<file path="src/design/agrf_pkg.sv">
// ----------------------------------------------------------------------------
// agrf_pkg: shared types and constants for the alignment gap run finder
// Field widths, byte codes and the transfer payload structs.
// ----------------------------------------------------------------------------
package agrf_pkg;

	localparam int POS_BITS  = 32;
	localparam int REC_BITS  = 16;
	localparam int FILE_BITS = 16;
	localparam int CFG_BITS  = 32;

	localparam logic [7:0] GAP_CHAR     = 8'h2D;
	localparam logic [7:0] HEADER_CHAR  = 8'h3E;
	localparam logic [7:0] NEWLINE_CHAR = 8'h0A;

	localparam logic [CFG_BITS-1:0] MIN_GAP_RESET = CFG_BITS'(10);

	typedef struct packed {
		logic [7:0] data_byte;
		logic       end_of_file;
	} agrf_in_t;

	typedef struct packed {
		logic                 is_error;
		logic [FILE_BITS-1:0] file_number;
		logic [REC_BITS-1:0]  record_number;
		logic [POS_BITS-1:0]  gap_begin;
		logic [POS_BITS-1:0]  gap_finish;
	} agrf_res_t;

endpackage

</file>
<file path="src/design/agrf_scan.sv">
// ----------------------------------------------------------------------------
// agrf_scan: per-byte scanner state and result decode
// Holds the line/header/gap state; computes next state and the optional
// result for the byte presented on item; the state advances when step is high.
// ----------------------------------------------------------------------------
module agrf_scan (
	input  logic                           clk,
	input  logic                           arst_n,
	input  logic                           step,
	input  agrf_pkg::agrf_in_t             item,
	input  logic [agrf_pkg::CFG_BITS-1:0]  min_gap_length,
	output logic                           hit,
	output agrf_pkg::agrf_res_t            result
);
	import agrf_pkg::*;

	typedef struct packed {
		logic                 at_line_start;
		logic                 in_header_line;
		logic                 header_has_token;
		logic                 gap_open;
		logic [POS_BITS-1:0]  column_position;
		logic [POS_BITS-1:0]  run_start;
		logic [REC_BITS-1:0]  record_count;
		logic [FILE_BITS-1:0] file_count;
		logic                 skip_until_eof;
	} scan_state_t;

	// everything clear except the line-start flag
	localparam scan_state_t ST_RESET = '{1'b1, 1'b0, 1'b0, 1'b0, '0, '0, '0, '0, 1'b0};

	scan_state_t st_q;
	scan_state_t st_nxt;

	function automatic logic is_blank(input logic [7:0] b);
		return (b == 8'h20) || (b >= 8'h09 && b <= 8'h0D);
	endfunction

	// run length (zero when end does not pass start) against threshold
	function automatic logic gap_long_enough(input logic [POS_BITS-1:0] col,
	                                         input logic [POS_BITS-1:0] start,
	                                         input logic [CFG_BITS-1:0] min_len);
		logic [POS_BITS-1:0] len;
		len = (col > start) ? (col - start) : '0;
		return len >= POS_BITS'(min_len);
	endfunction

	always_comb begin
		logic [7:0] b;
		logic       eof;
		logic       blank;
		b      = item.data_byte;
		eof    = item.end_of_file;
		blank  = is_blank(b);
		st_nxt = st_q;
		hit    = 1'b0;
		result = '0;

		if (!st_q.skip_until_eof) begin
			if (st_q.in_header_line) begin
				if (b == NEWLINE_CHAR) begin
					st_nxt.in_header_line = 1'b0;
					if (!st_nxt.header_has_token) begin
						st_nxt.skip_until_eof = 1'b1;
						hit                   = 1'b1;
						result.is_error       = 1'b1;
						result.file_number    = st_nxt.file_count;
						result.record_number  = st_nxt.record_count;
					end else begin
						if (st_nxt.gap_open) begin
							st_nxt.gap_open = 1'b0;
							if (gap_long_enough(st_nxt.column_position, st_nxt.run_start,
							                    min_gap_length)) begin
								hit                  = 1'b1;
								result.file_number   = st_nxt.file_count;
								result.record_number = st_nxt.record_count;
								result.gap_begin     = st_nxt.run_start;
								result.gap_finish    = st_nxt.column_position;
							end
						end
						st_nxt.column_position = '0;
						if (st_nxt.record_count != '1)
							st_nxt.record_count = st_nxt.record_count + REC_BITS'(1);
					end
					st_nxt.at_line_start = 1'b1;
				end else if (!blank) begin
					st_nxt.header_has_token = 1'b1;
				end
			end else if (st_q.at_line_start && b == HEADER_CHAR) begin
				st_nxt.in_header_line   = 1'b1;
				st_nxt.header_has_token = 1'b0;
				st_nxt.at_line_start    = 1'b0;
			end else begin
				st_nxt.at_line_start = (b == NEWLINE_CHAR);
				if (!blank) begin
					if (b == GAP_CHAR) begin
						if (!st_q.gap_open) begin
							st_nxt.run_start = st_q.column_position;
							st_nxt.gap_open  = 1'b1;
						end
					end else if (st_q.gap_open) begin
						st_nxt.gap_open = 1'b0;
						if (gap_long_enough(st_q.column_position, st_q.run_start,
						                    min_gap_length)) begin
							hit                  = 1'b1;
							result.file_number   = st_q.file_count;
							result.record_number = st_q.record_count;
							result.gap_begin     = st_q.run_start;
							result.gap_finish    = st_q.column_position;
						end
					end
					if (st_q.column_position != '1)
						st_nxt.column_position = st_q.column_position + POS_BITS'(1);
				end
			end

			// end of file: judge an unfinished header or flush an open gap
			if (eof && !hit) begin
				if (st_nxt.in_header_line) begin
					st_nxt.in_header_line = 1'b0;
					if (!st_nxt.header_has_token) begin
						hit                  = 1'b1;
						result.is_error      = 1'b1;
						result.file_number   = st_nxt.file_count;
						result.record_number = st_nxt.record_count;
					end else if (st_nxt.gap_open && gap_long_enough(
						st_nxt.column_position, st_nxt.run_start, min_gap_length)) begin
						hit                  = 1'b1;
						result.file_number   = st_nxt.file_count;
						result.record_number = st_nxt.record_count;
						result.gap_begin     = st_nxt.run_start;
						result.gap_finish    = st_nxt.column_position;
					end
				end else if (st_nxt.gap_open && gap_long_enough(
					st_nxt.column_position, st_nxt.run_start, min_gap_length)) begin
					hit                  = 1'b1;
					result.file_number   = st_nxt.file_count;
					result.record_number = st_nxt.record_count;
					result.gap_begin     = st_nxt.run_start;
					result.gap_finish    = st_nxt.column_position;
				end
			end
		end

		// per-file state returns to reset, file index advances
		if (eof) begin
			st_nxt.at_line_start    = 1'b1;
			st_nxt.in_header_line   = 1'b0;
			st_nxt.header_has_token = 1'b0;
			st_nxt.gap_open         = 1'b0;
			st_nxt.column_position  = '0;
			st_nxt.run_start        = '0;
			st_nxt.record_count     = '0;
			st_nxt.skip_until_eof   = 1'b0;
			if (st_q.file_count != '1)
				st_nxt.file_count = st_q.file_count + FILE_BITS'(1);
		end
	end

	always_ff @(posedge clk or negedge arst_n) begin
		if (!arst_n) begin
			st_q <= ST_RESET;
		end else if (step) begin
			st_q <= st_nxt;
		end
	end

endmodule

</file>
<file path="src/design/alignment_gap_run_finder.sv">
// ----------------------------------------------------------------------------
// alignment_gap_run_finder: FASTA alignment gap run reporter
// Scans file bytes, tracks records and columns, reports long '-' runs and
// headers with an empty identifier.
// ----------------------------------------------------------------------------
//
//  channel   handshake               payload      direction
//  -------   ---------------------   ----------   ---------
//  byte      byte_valid/byte_stall   byte_item    into block, one file byte
//  result    result_valid/_stall     result_item  out of block, gap or error
//  cfg       cfg_valid/cfg_ready     cfg_data     into block, min_gap_length
//
// One byte per cycle sustained while the result register is not stalled and
// full. A byte is registered on transfer into the byte stage, decoded against
// the scanner state and its result (if any) lands in the result register,
// which drives result_valid and result_item.
// Reset (arst_n low) returns the scanner state to its reset values (line-start
// flag set, all else clear) and sets min_gap_length to 10. When the result
// register is stalled and full and the byte stage holds a byte, that stage holds
// and byte_stall rises; the stall path from result_stall to byte_stall is combinational. cfg_ready is always high.
//
module alignment_gap_run_finder (
	input  logic                           clk,
	input  logic                           arst_n,
	input  logic                           byte_valid,
	output logic                           byte_stall,
	input  agrf_pkg::agrf_in_t             byte_item,
	output logic                           result_valid,
	input  logic                           result_stall,
	output agrf_pkg::agrf_res_t            result_item,
	input  logic                           cfg_valid,
	output logic                           cfg_ready,
	input  logic [agrf_pkg::CFG_BITS-1:0]  cfg_data
);
	import agrf_pkg::*;

	logic                item_valid_s1;
	agrf_in_t            item_s1;
	logic [CFG_BITS-1:0] min_gap_q;
	logic                res_valid_q;
	agrf_res_t           res_q;

	logic      advance;
	logic      hit;
	agrf_res_t result;

	// the byte stage moves on whenever the result register is free or draining
	assign advance    = item_valid_s1 && (!res_valid_q || !result_stall);
	assign byte_stall = item_valid_s1 && !advance;
	assign cfg_ready  = 1'b1;

	always_ff @(posedge clk or negedge arst_n) begin
		if (!arst_n) begin
			min_gap_q <= MIN_GAP_RESET;
		end else if (cfg_valid && cfg_ready) begin
			min_gap_q <= cfg_data;
		end
	end

	// byte stage
	always_ff @(posedge clk or negedge arst_n) begin
		if (!arst_n) begin
			item_valid_s1 <= 1'b0;
		end else if (!byte_stall) begin
			item_valid_s1 <= byte_valid;
		end
	end

	always_ff @(posedge clk) begin
		if (!byte_stall && byte_valid)
			item_s1 <= byte_item;
	end

	agrf_scan u_scan (
		.clk            (clk),
		.arst_n         (arst_n),
		.step           (advance),
		.item           (item_s1),
		.min_gap_length (min_gap_q),
		.hit            (hit),
		.result         (result)
	);

	// result register
	always_ff @(posedge clk or negedge arst_n) begin
		if (!arst_n) begin
			res_valid_q <= 1'b0;
		end else if (advance) begin
			res_valid_q <= hit;
		end else if (!result_stall) begin
			res_valid_q <= 1'b0;
		end
	end

	always_ff @(posedge clk) begin
		if (advance && hit)
			res_q <= result;
	end

	assign result_valid = res_valid_q;
	assign result_item  = res_q;

`ifndef NO_ASSERTIONS
	a_byte_lands: assert property (@(posedge clk) disable iff (!arst_n)
		byte_valid && !byte_stall |=> item_valid_s1)
		else $error("transferred byte did not reach the byte stage");

	a_stall_only_full: assert property (@(posedge clk) disable iff (!arst_n)
		byte_stall |-> item_valid_s1 && res_valid_q && result_stall)
		else $error("byte stage stalled without a blocked result");

	a_error_no_span: assert property (@(posedge clk) disable iff (!arst_n)
		result_valid && result_item.is_error |->
		result_item.gap_begin == '0 && result_item.gap_finish == '0)
		else $error("error result carries a gap span");

	a_gap_ordered: assert property (@(posedge clk) disable iff (!arst_n)
		result_valid && !result_item.is_error |->
		result_item.gap_begin <= result_item.gap_finish)
		else $error("gap report ends before it begins");
`endif

endmodule
</file>
<file path="config.mk">
export PLATFORM = sky130hd
export DESIGN_NAME = alignment_gap_run_finder
export DESIGN_NICKNAME = d
export VERILOG_FILES = /design/src/design/agrf_pkg.sv /design/src/design/agrf_scan.sv /design/src/design/alignment_gap_run_finder.sv
export SDC_FILE = /design/constraint.sdc
export NUM_CORES = 1
export LEC_CHECK = 0
export BUFFER_PORTS_ARGS = -buffer_cell sky130_fd_sc_hd__buf_2
export CAP_MARGIN = 10
export CELL_PAD_IN_SITES_DETAIL_PLACEMENT = 1
export CELL_PAD_IN_SITES_GLOBAL_PLACEMENT = 1
export CORE_MARGIN = 3
export CORE_UTILIZATION = 35
export DETAILED_ROUTE_END_ITERATION = 10
export PLACE_DENSITY_LB_ADDON = 0.1
export SLEW_MARGIN = 20
export SYNTH_ARGS = -nofsm -noshare
export SYNTH_HDL_FRONTEND = slang
export SYNTH_SLANG_ARGS = --single-unit
</file>
<file path="constraint.sdc">
create_clock -name clk -period 19 [get_ports clk]
set_input_delay 2.85 -clock clk [delete_from_list [all_inputs] [get_ports clk]]
set_output_delay 2.85 -clock clk [all_outputs]
set_load 0.02 [all_outputs]
</file>
# == After elaboration in Yosys (flattened, before gate mapping) ==
# Cells that the tools add are included.
# totals
register_bits,241
output_inout_bits,100
wordCells,126
# classes
addsub,5
n_lt_le_gt_ge,6
eq_ne,10
n_mux,68
n_reduce_logical,18
# op_table
operator,count
2-to-1 mux 96 bit,12
2-to-1 mux 32 bit,9
2-to-1 mux 97 bit,2
2-to-1 mux 65 bit,2
2-to-1 mux 64 bit,2
2-to-1 mux 101 bit,1
2-to-1 mux 84 bit,1
2-to-1 mux 16 bit,5
2-to-1 mux 36 bit,2
2-to-1 mux 33 bit,2
greater-or-equal comparator 32 bit,2
greater-than comparator 32 bit,2
subtractor 32 bit,2
"adder 16 x 1 -> 16 bit, second input constant",2
"adder 32 x 1 -> 32 bit, second input constant",1
"inequality test 16 bit, second input constant",2
"inequality test 32 bit, second input constant",1
2-to-1 mux 1 bit,28
"equality test 8 x 6 -> 1 bit, second input constant",3
"equality test 8 x 4 -> 1 bit, second input constant",1
"greater-or-equal comparator 8 x 4 -> 1 bit, second input constant",1
"less-or-equal comparator 8 x 4 -> 1 bit, second input constant",1
logical AND 1 bit,8
AND reduction 3 bit,2
other kinds (7),13

# == Longest topological paths before layout ==
# logic_depth
depth_word,17
depth_mapped,40

# == Modules after synthesis ==
# From an unflattened synthesis, not the netlist that was laid out.
# hier_totals
hier_cells,1834
area_unflattened_um2,17062.6
# modules_own_cells
mod,n_inst,cells_per_inst,area_per_inst_um2,seq_area_each_um2
agrf_scan,1,1647,12426.9,2528.7
alignment_gap_run_finder,1,187,4635.7,4036.4

# == Worst setup path after synthesis ==
# No wires, ideal clock.
# synth_timing
kind,register -> register
from,register item_s1[5] (netlist name)
to,register res_q (netlist bit result_item[0]) (enable)
setup_ps,587
t_arrival_ps,10742
required_ps,18413
setup_slack_ps,7671
stages_incl_launch_ff,34
path_buffers,2
path_cell_list,edfxtp_1 -> or3_1 -> nor4_2 -> clkbuf_1 -> clkbuf_1 -> a21o_1 -> inv_1 -> ha_1 -> a21o_1 -> a21oi_1 -> a311o_1 -> a31o_2 -> and4b_1 -> o311a_1 -> a221oi_2 -> o31ai_1 -> a21o_1 -> a41o_1 -> xnor2_1 -> nor2_1 -> ha_1 -> a21o_1 -> a21o_1 -> a21o_1 -> a21oi_1 -> nor2b_1 -> o21ai_0 -> nand2b_1 -> a21oi_1 -> o21ai_0 -> nand2_1 -> a31oi_1 -> o21ai_0 -> a21oi_1
# synth_between
elab_chain_len,17
elab_cells_between_ends,41
# synth_lines
element,line,text
start: declaration,alignment_gap_run_finder.sv:38,agrf_in_t item_s1;
start signal: assignment,alignment_gap_run_finder.sv:71,item_s1 <= byte_item;
greater-or-equal comparator 8 x 4 -> 1 bit / less-or-equal comparator 8 x 4 -> 1 bit (equally long branches),agrf_scan.sv:36,return (b == 8'h20) || (b >= 8'h09 && b <= 8'h0D);
logical AND 1 bit,agrf_scan.sv:36,
logical OR 1 bit,agrf_scan.sv:36,
2-to-1 mux 65 bit,agrf_scan.sv:95,if (!blank) begin
2-to-1 mux 65 bit,agrf_scan.sv:89,end else if (st_q.at_line_start && b == HEADER_CHAR) begin
2-to-1 mux 36 bit / 2-to-1 mux 32 bit (equally long branches),agrf_scan.sv:60,if (st_q.in_header_line) begin
2-to-1 mux 36 bit / 2-to-1 mux 32 bit (equally long branches),agrf_scan.sv:59,if (!st_q.skip_until_eof) begin
subtractor 32 bit / greater-than comparator 32 bit (equally long branches),agrf_scan.sv:44,len = (col > start) ? (col - start) : '0;
2-to-1 mux 32 bit,agrf_scan.sv:44,
greater-or-equal comparator 32 bit,agrf_scan.sv:45,return len >= POS_BITS'(min_len);
logical AND 1 bit,"agrf_scan.sv:126, agrf_scan.sv:134",
2-to-1 mux 1 bit,"agrf_scan.sv:126, agrf_scan.sv:134",
2-to-1 mux 1 bit,agrf_scan.sv:121,if (!st_nxt.header_has_token) begin
2-to-1 mux 1 bit,agrf_scan.sv:119,if (st_nxt.in_header_line) begin
2-to-1 mux 1 bit *,agrf_scan.sv:118,if (eof && !hit) begin
2-to-1 mux 1 bit *,agrf_scan.sv:59,
logical AND 1 bit *,alignment_gap_run_finder.sv:96,if (advance && hit)
end signal: assignment,alignment_gap_run_finder.sv:97,res_q <= result;
end: declaration,alignment_gap_run_finder.sv:41,agrf_res_t res_q;
# Every way passes the cells marked *; elsewhere a longest branch is shown, timed or not. The select of a mux whose other input is x is not followed.
# A chain may end at the register's enable or synchronous reset.

# == Final worst setup path ==
# layout_timing
from,register item_s1[2] (netlist name)
to,register res_q (netlist bit result_item[85]) (enable)
# Same word-level chain as after synthesis.

==> metrics.yaml <==
dieArea_um2: 49000
power_switching_uw: 425
fin_util: 0.408
synth.net_count: 1959
timing.final.crit_share: 0.535
yosysSeqAreaShare: 0.404
worstPathArrival_ns: 10.38
async_flop_share: 0.560
crit_fanout: 70
worst_setup_path_end_kind: "flop"
worst_pin_slew_ns: 0.949
track_usage: 0.221
wl_per_cell_um: 22.2
internal_power_mw: 1.02
synthFlopType: "dfrtp_1"
critPathTopFamily: "simple AND/OR/NAND/NOR gates"
routed_wl_um: 55700
area_growth_pct: 14.5
setup_viol: 0
worst_hold_slack_ns: 0.500
gp_congestion: 0.869
grt.overflow.total: 0
yosysTopAreaCellShare: 0.203
peakVddDrop_mv: 0.0724
synth_cells: 1784
drive_above_1_share: 0.130
relSlewSlack: 0.368
cpMostUsedCell: "a21o_1"
holdBufCountCts: 0
worst_ep_required_time_ns: 19.21
synth.avg_cell_area_um2: 9.10
ios: 146
maxCapViolations: 0
rsz0062_at_grt: "false"
num_rows: 78
combPwrFrac: 0.193
port_buffers: 144
grt_pass1_wl_um: 86100
fmax_ghz: 0.0983
synth-edff-count: 106
r2r_cells: 32
worstSetupStartpointType: "flop"
clockBufferDepth: 3
tritoncts: "done"
clockPowerShare: 0.412
outcome: "finished, final reports clean"
die_h_um: 221
drtIter0Drc: 858
fin_skew_ns: 0.0149
cts_buffers: 30
place_inst: 2457
reg2reg_slack_ns: 8.83
fin_crit_ns: 10.17
dp_hpwl_um: 40900
synth_seq_cells: 241
report.final.hold_viol_count: 0
cts_setup_buffers: 0
grt_antenna_before_repair: 0
viasPerCell: 5.59
synth.largest_area_cell: "dfrtp_1"
dp_slack_ns: 8.47
swShare: 0.295
cts.reportedPaths.clkPinSlew_ns: 0.06
clkSinkCount: 241
synth_top_cells_by_count: "nor2_1 (150), inv_1 (137), nand2_1 (136), dfrtp_1 (132), ha_1 (127)"
stdcell_count: 2514
grt_pass1_vias: 14285
p_seq_frac: 0.396
holdPathStages: 1
n_antenna_cell: 0
h-tree-depth: 1
drcViolationCount: 0
vias: 14054
p_total_mw: 1.44
path_buf_inv: 3
fin_nets: 2065
critPathSlowestCell: "nor4_1"
root_buffer: "clkbuf_16"
die_w_um: 221
criticalPathCategory: "flop to flop"
clk_latency_ns: 0.59
tns_ns: 0
synth_top_cells_by_area: "dfrtp_1 (20%), edfxtp_1 (20%), ha_1 (9.8%)"
start_util: 0.356
cp.depth: 32
setup_ws_ns: 8.83
placed_cell_area_um2: 17500
antenna_left: 0
synth_cell_types: 80
crit_path_max_incr_delay_ns: 0.85
ys_warn_count: 0
stdcell_area_um2: 18600
synth.most_common_cell: "nor2_1"
grt_start_max_net_pins: 75
core_area_um2: 45600
dr.pass1.iters: 6
final_max_slew_viol_count: 0
syn_area_um2: 16200
cts.repair.resized: 0
p_leak_nw: 8.82
hold_path.class: "flop to flop"
p_per_area_nw_per_um2: 77.6
-- path summary, 6_finish.rpt --
kind,from,endpoint
min reg2reg,u_scan.st_q[13],u_scan.st_q[13]
max reg2reg,item_s1[2],result_item[85]
min in group asynchronous,arst_n,u_scan.st_q[4]
max,item_s1[2],result_item[85]
max in group asynchronous,arst_n,u_scan.st_q[83]
min,u_scan.st_q[13],u_scan.st_q[13]
-- power groups by stage --
stage	Clock (mW)	Sequential, mW	Combinational [mW]
4_1_cts	0.611	0.571	0.283
3_3_place_gp	0	0.580	0.273
3_5_place_dp	0	0.581	0.280
2_1_floorplan	0	0.577	0.190
6_report	0.594	0.571	0.278
5_1_grt	0.632	0.574	0.313
-- cells in the final DEF, fill, tap and decap left out, types with 30 or more instances in the layout --
| master | Yosys | layout |
|---|---|---|
| a21o_1 | 60 | 60 |
| clkbuf_16 | 0 | 30 |
| nand3_1 | 64 | 63 |
| and2_1 | 47 | 47 |
| dfrtp_1 | 132 | 132 |
| nor2_1 | 150 | 149 |
| edfxtp_1 | 106 | 106 |
| ha_1 | 127 | 127 |
| xnor2_1 | 42 | 42 |
| nand2_1 | 136 | 136 |
| o22ai_1 | 33 | 33 |
| nand4_1 | 39 | 39 |
| o21ai_0 | 124 | 124 |
| inv_1 | 137 | 137 |
| a22o_1 | 83 | 83 |
| buf_2 | 8 | 143 |
| a21oi_1 | 104 | 102 |
-- layer usage --
metal / part of all wire / GRT usage
met5: 0 / 0
met4: 0.032 / 0.0722
met2: 0.49 / 0.379
met1: 0.44 / 0.293
met3: 0.035 / 0.0224
-- worst reg2reg max path: cells and delay by family (launching register included) --
kind	cells	cell delay (ns)
and+or+nand+nor	15	5.00
adders and majority gates	2	0.54
buffers and inverters	3	1.30
DFF	1	0.45
AOI/OAI and AO/OA	12	2.43
-- logic make-up (layout without fill, tap and decap cells) --
group,Yosys count,in the layout,synth area share
AND/OR/NAND/NOR,580,580,0.180
AO/OA/AOI/OAI,524,524,0.215
flip-flops,241,241,0.404
buffers and inverters,224,354,0.0526
adder cells (fa/ha/maj),133,133,0.103
XOR/XNOR,69,69,0.0372
multiplexers,12,12,0.00794
other,1,1,0.000231
-- state kept, by name (all words and copies together) (netlist names) --
signal	flops
u_scan.st_q	101
result_item	97
result_valid	1
item_s1	9
item_valid_s1	1
min_gap_q	32
-- final cells by class --
cell class              count  area [um2]
clock buffers              40         838
clock inverters            16         190
fillers                  5317       27000
inverters                 137         514
multi-input cells        1319        8870
flip-flops and latches    241        6570
well taps                 600         751
repair buffers            161         875
No activity file was read; power rests on OpenSTA's default activity.
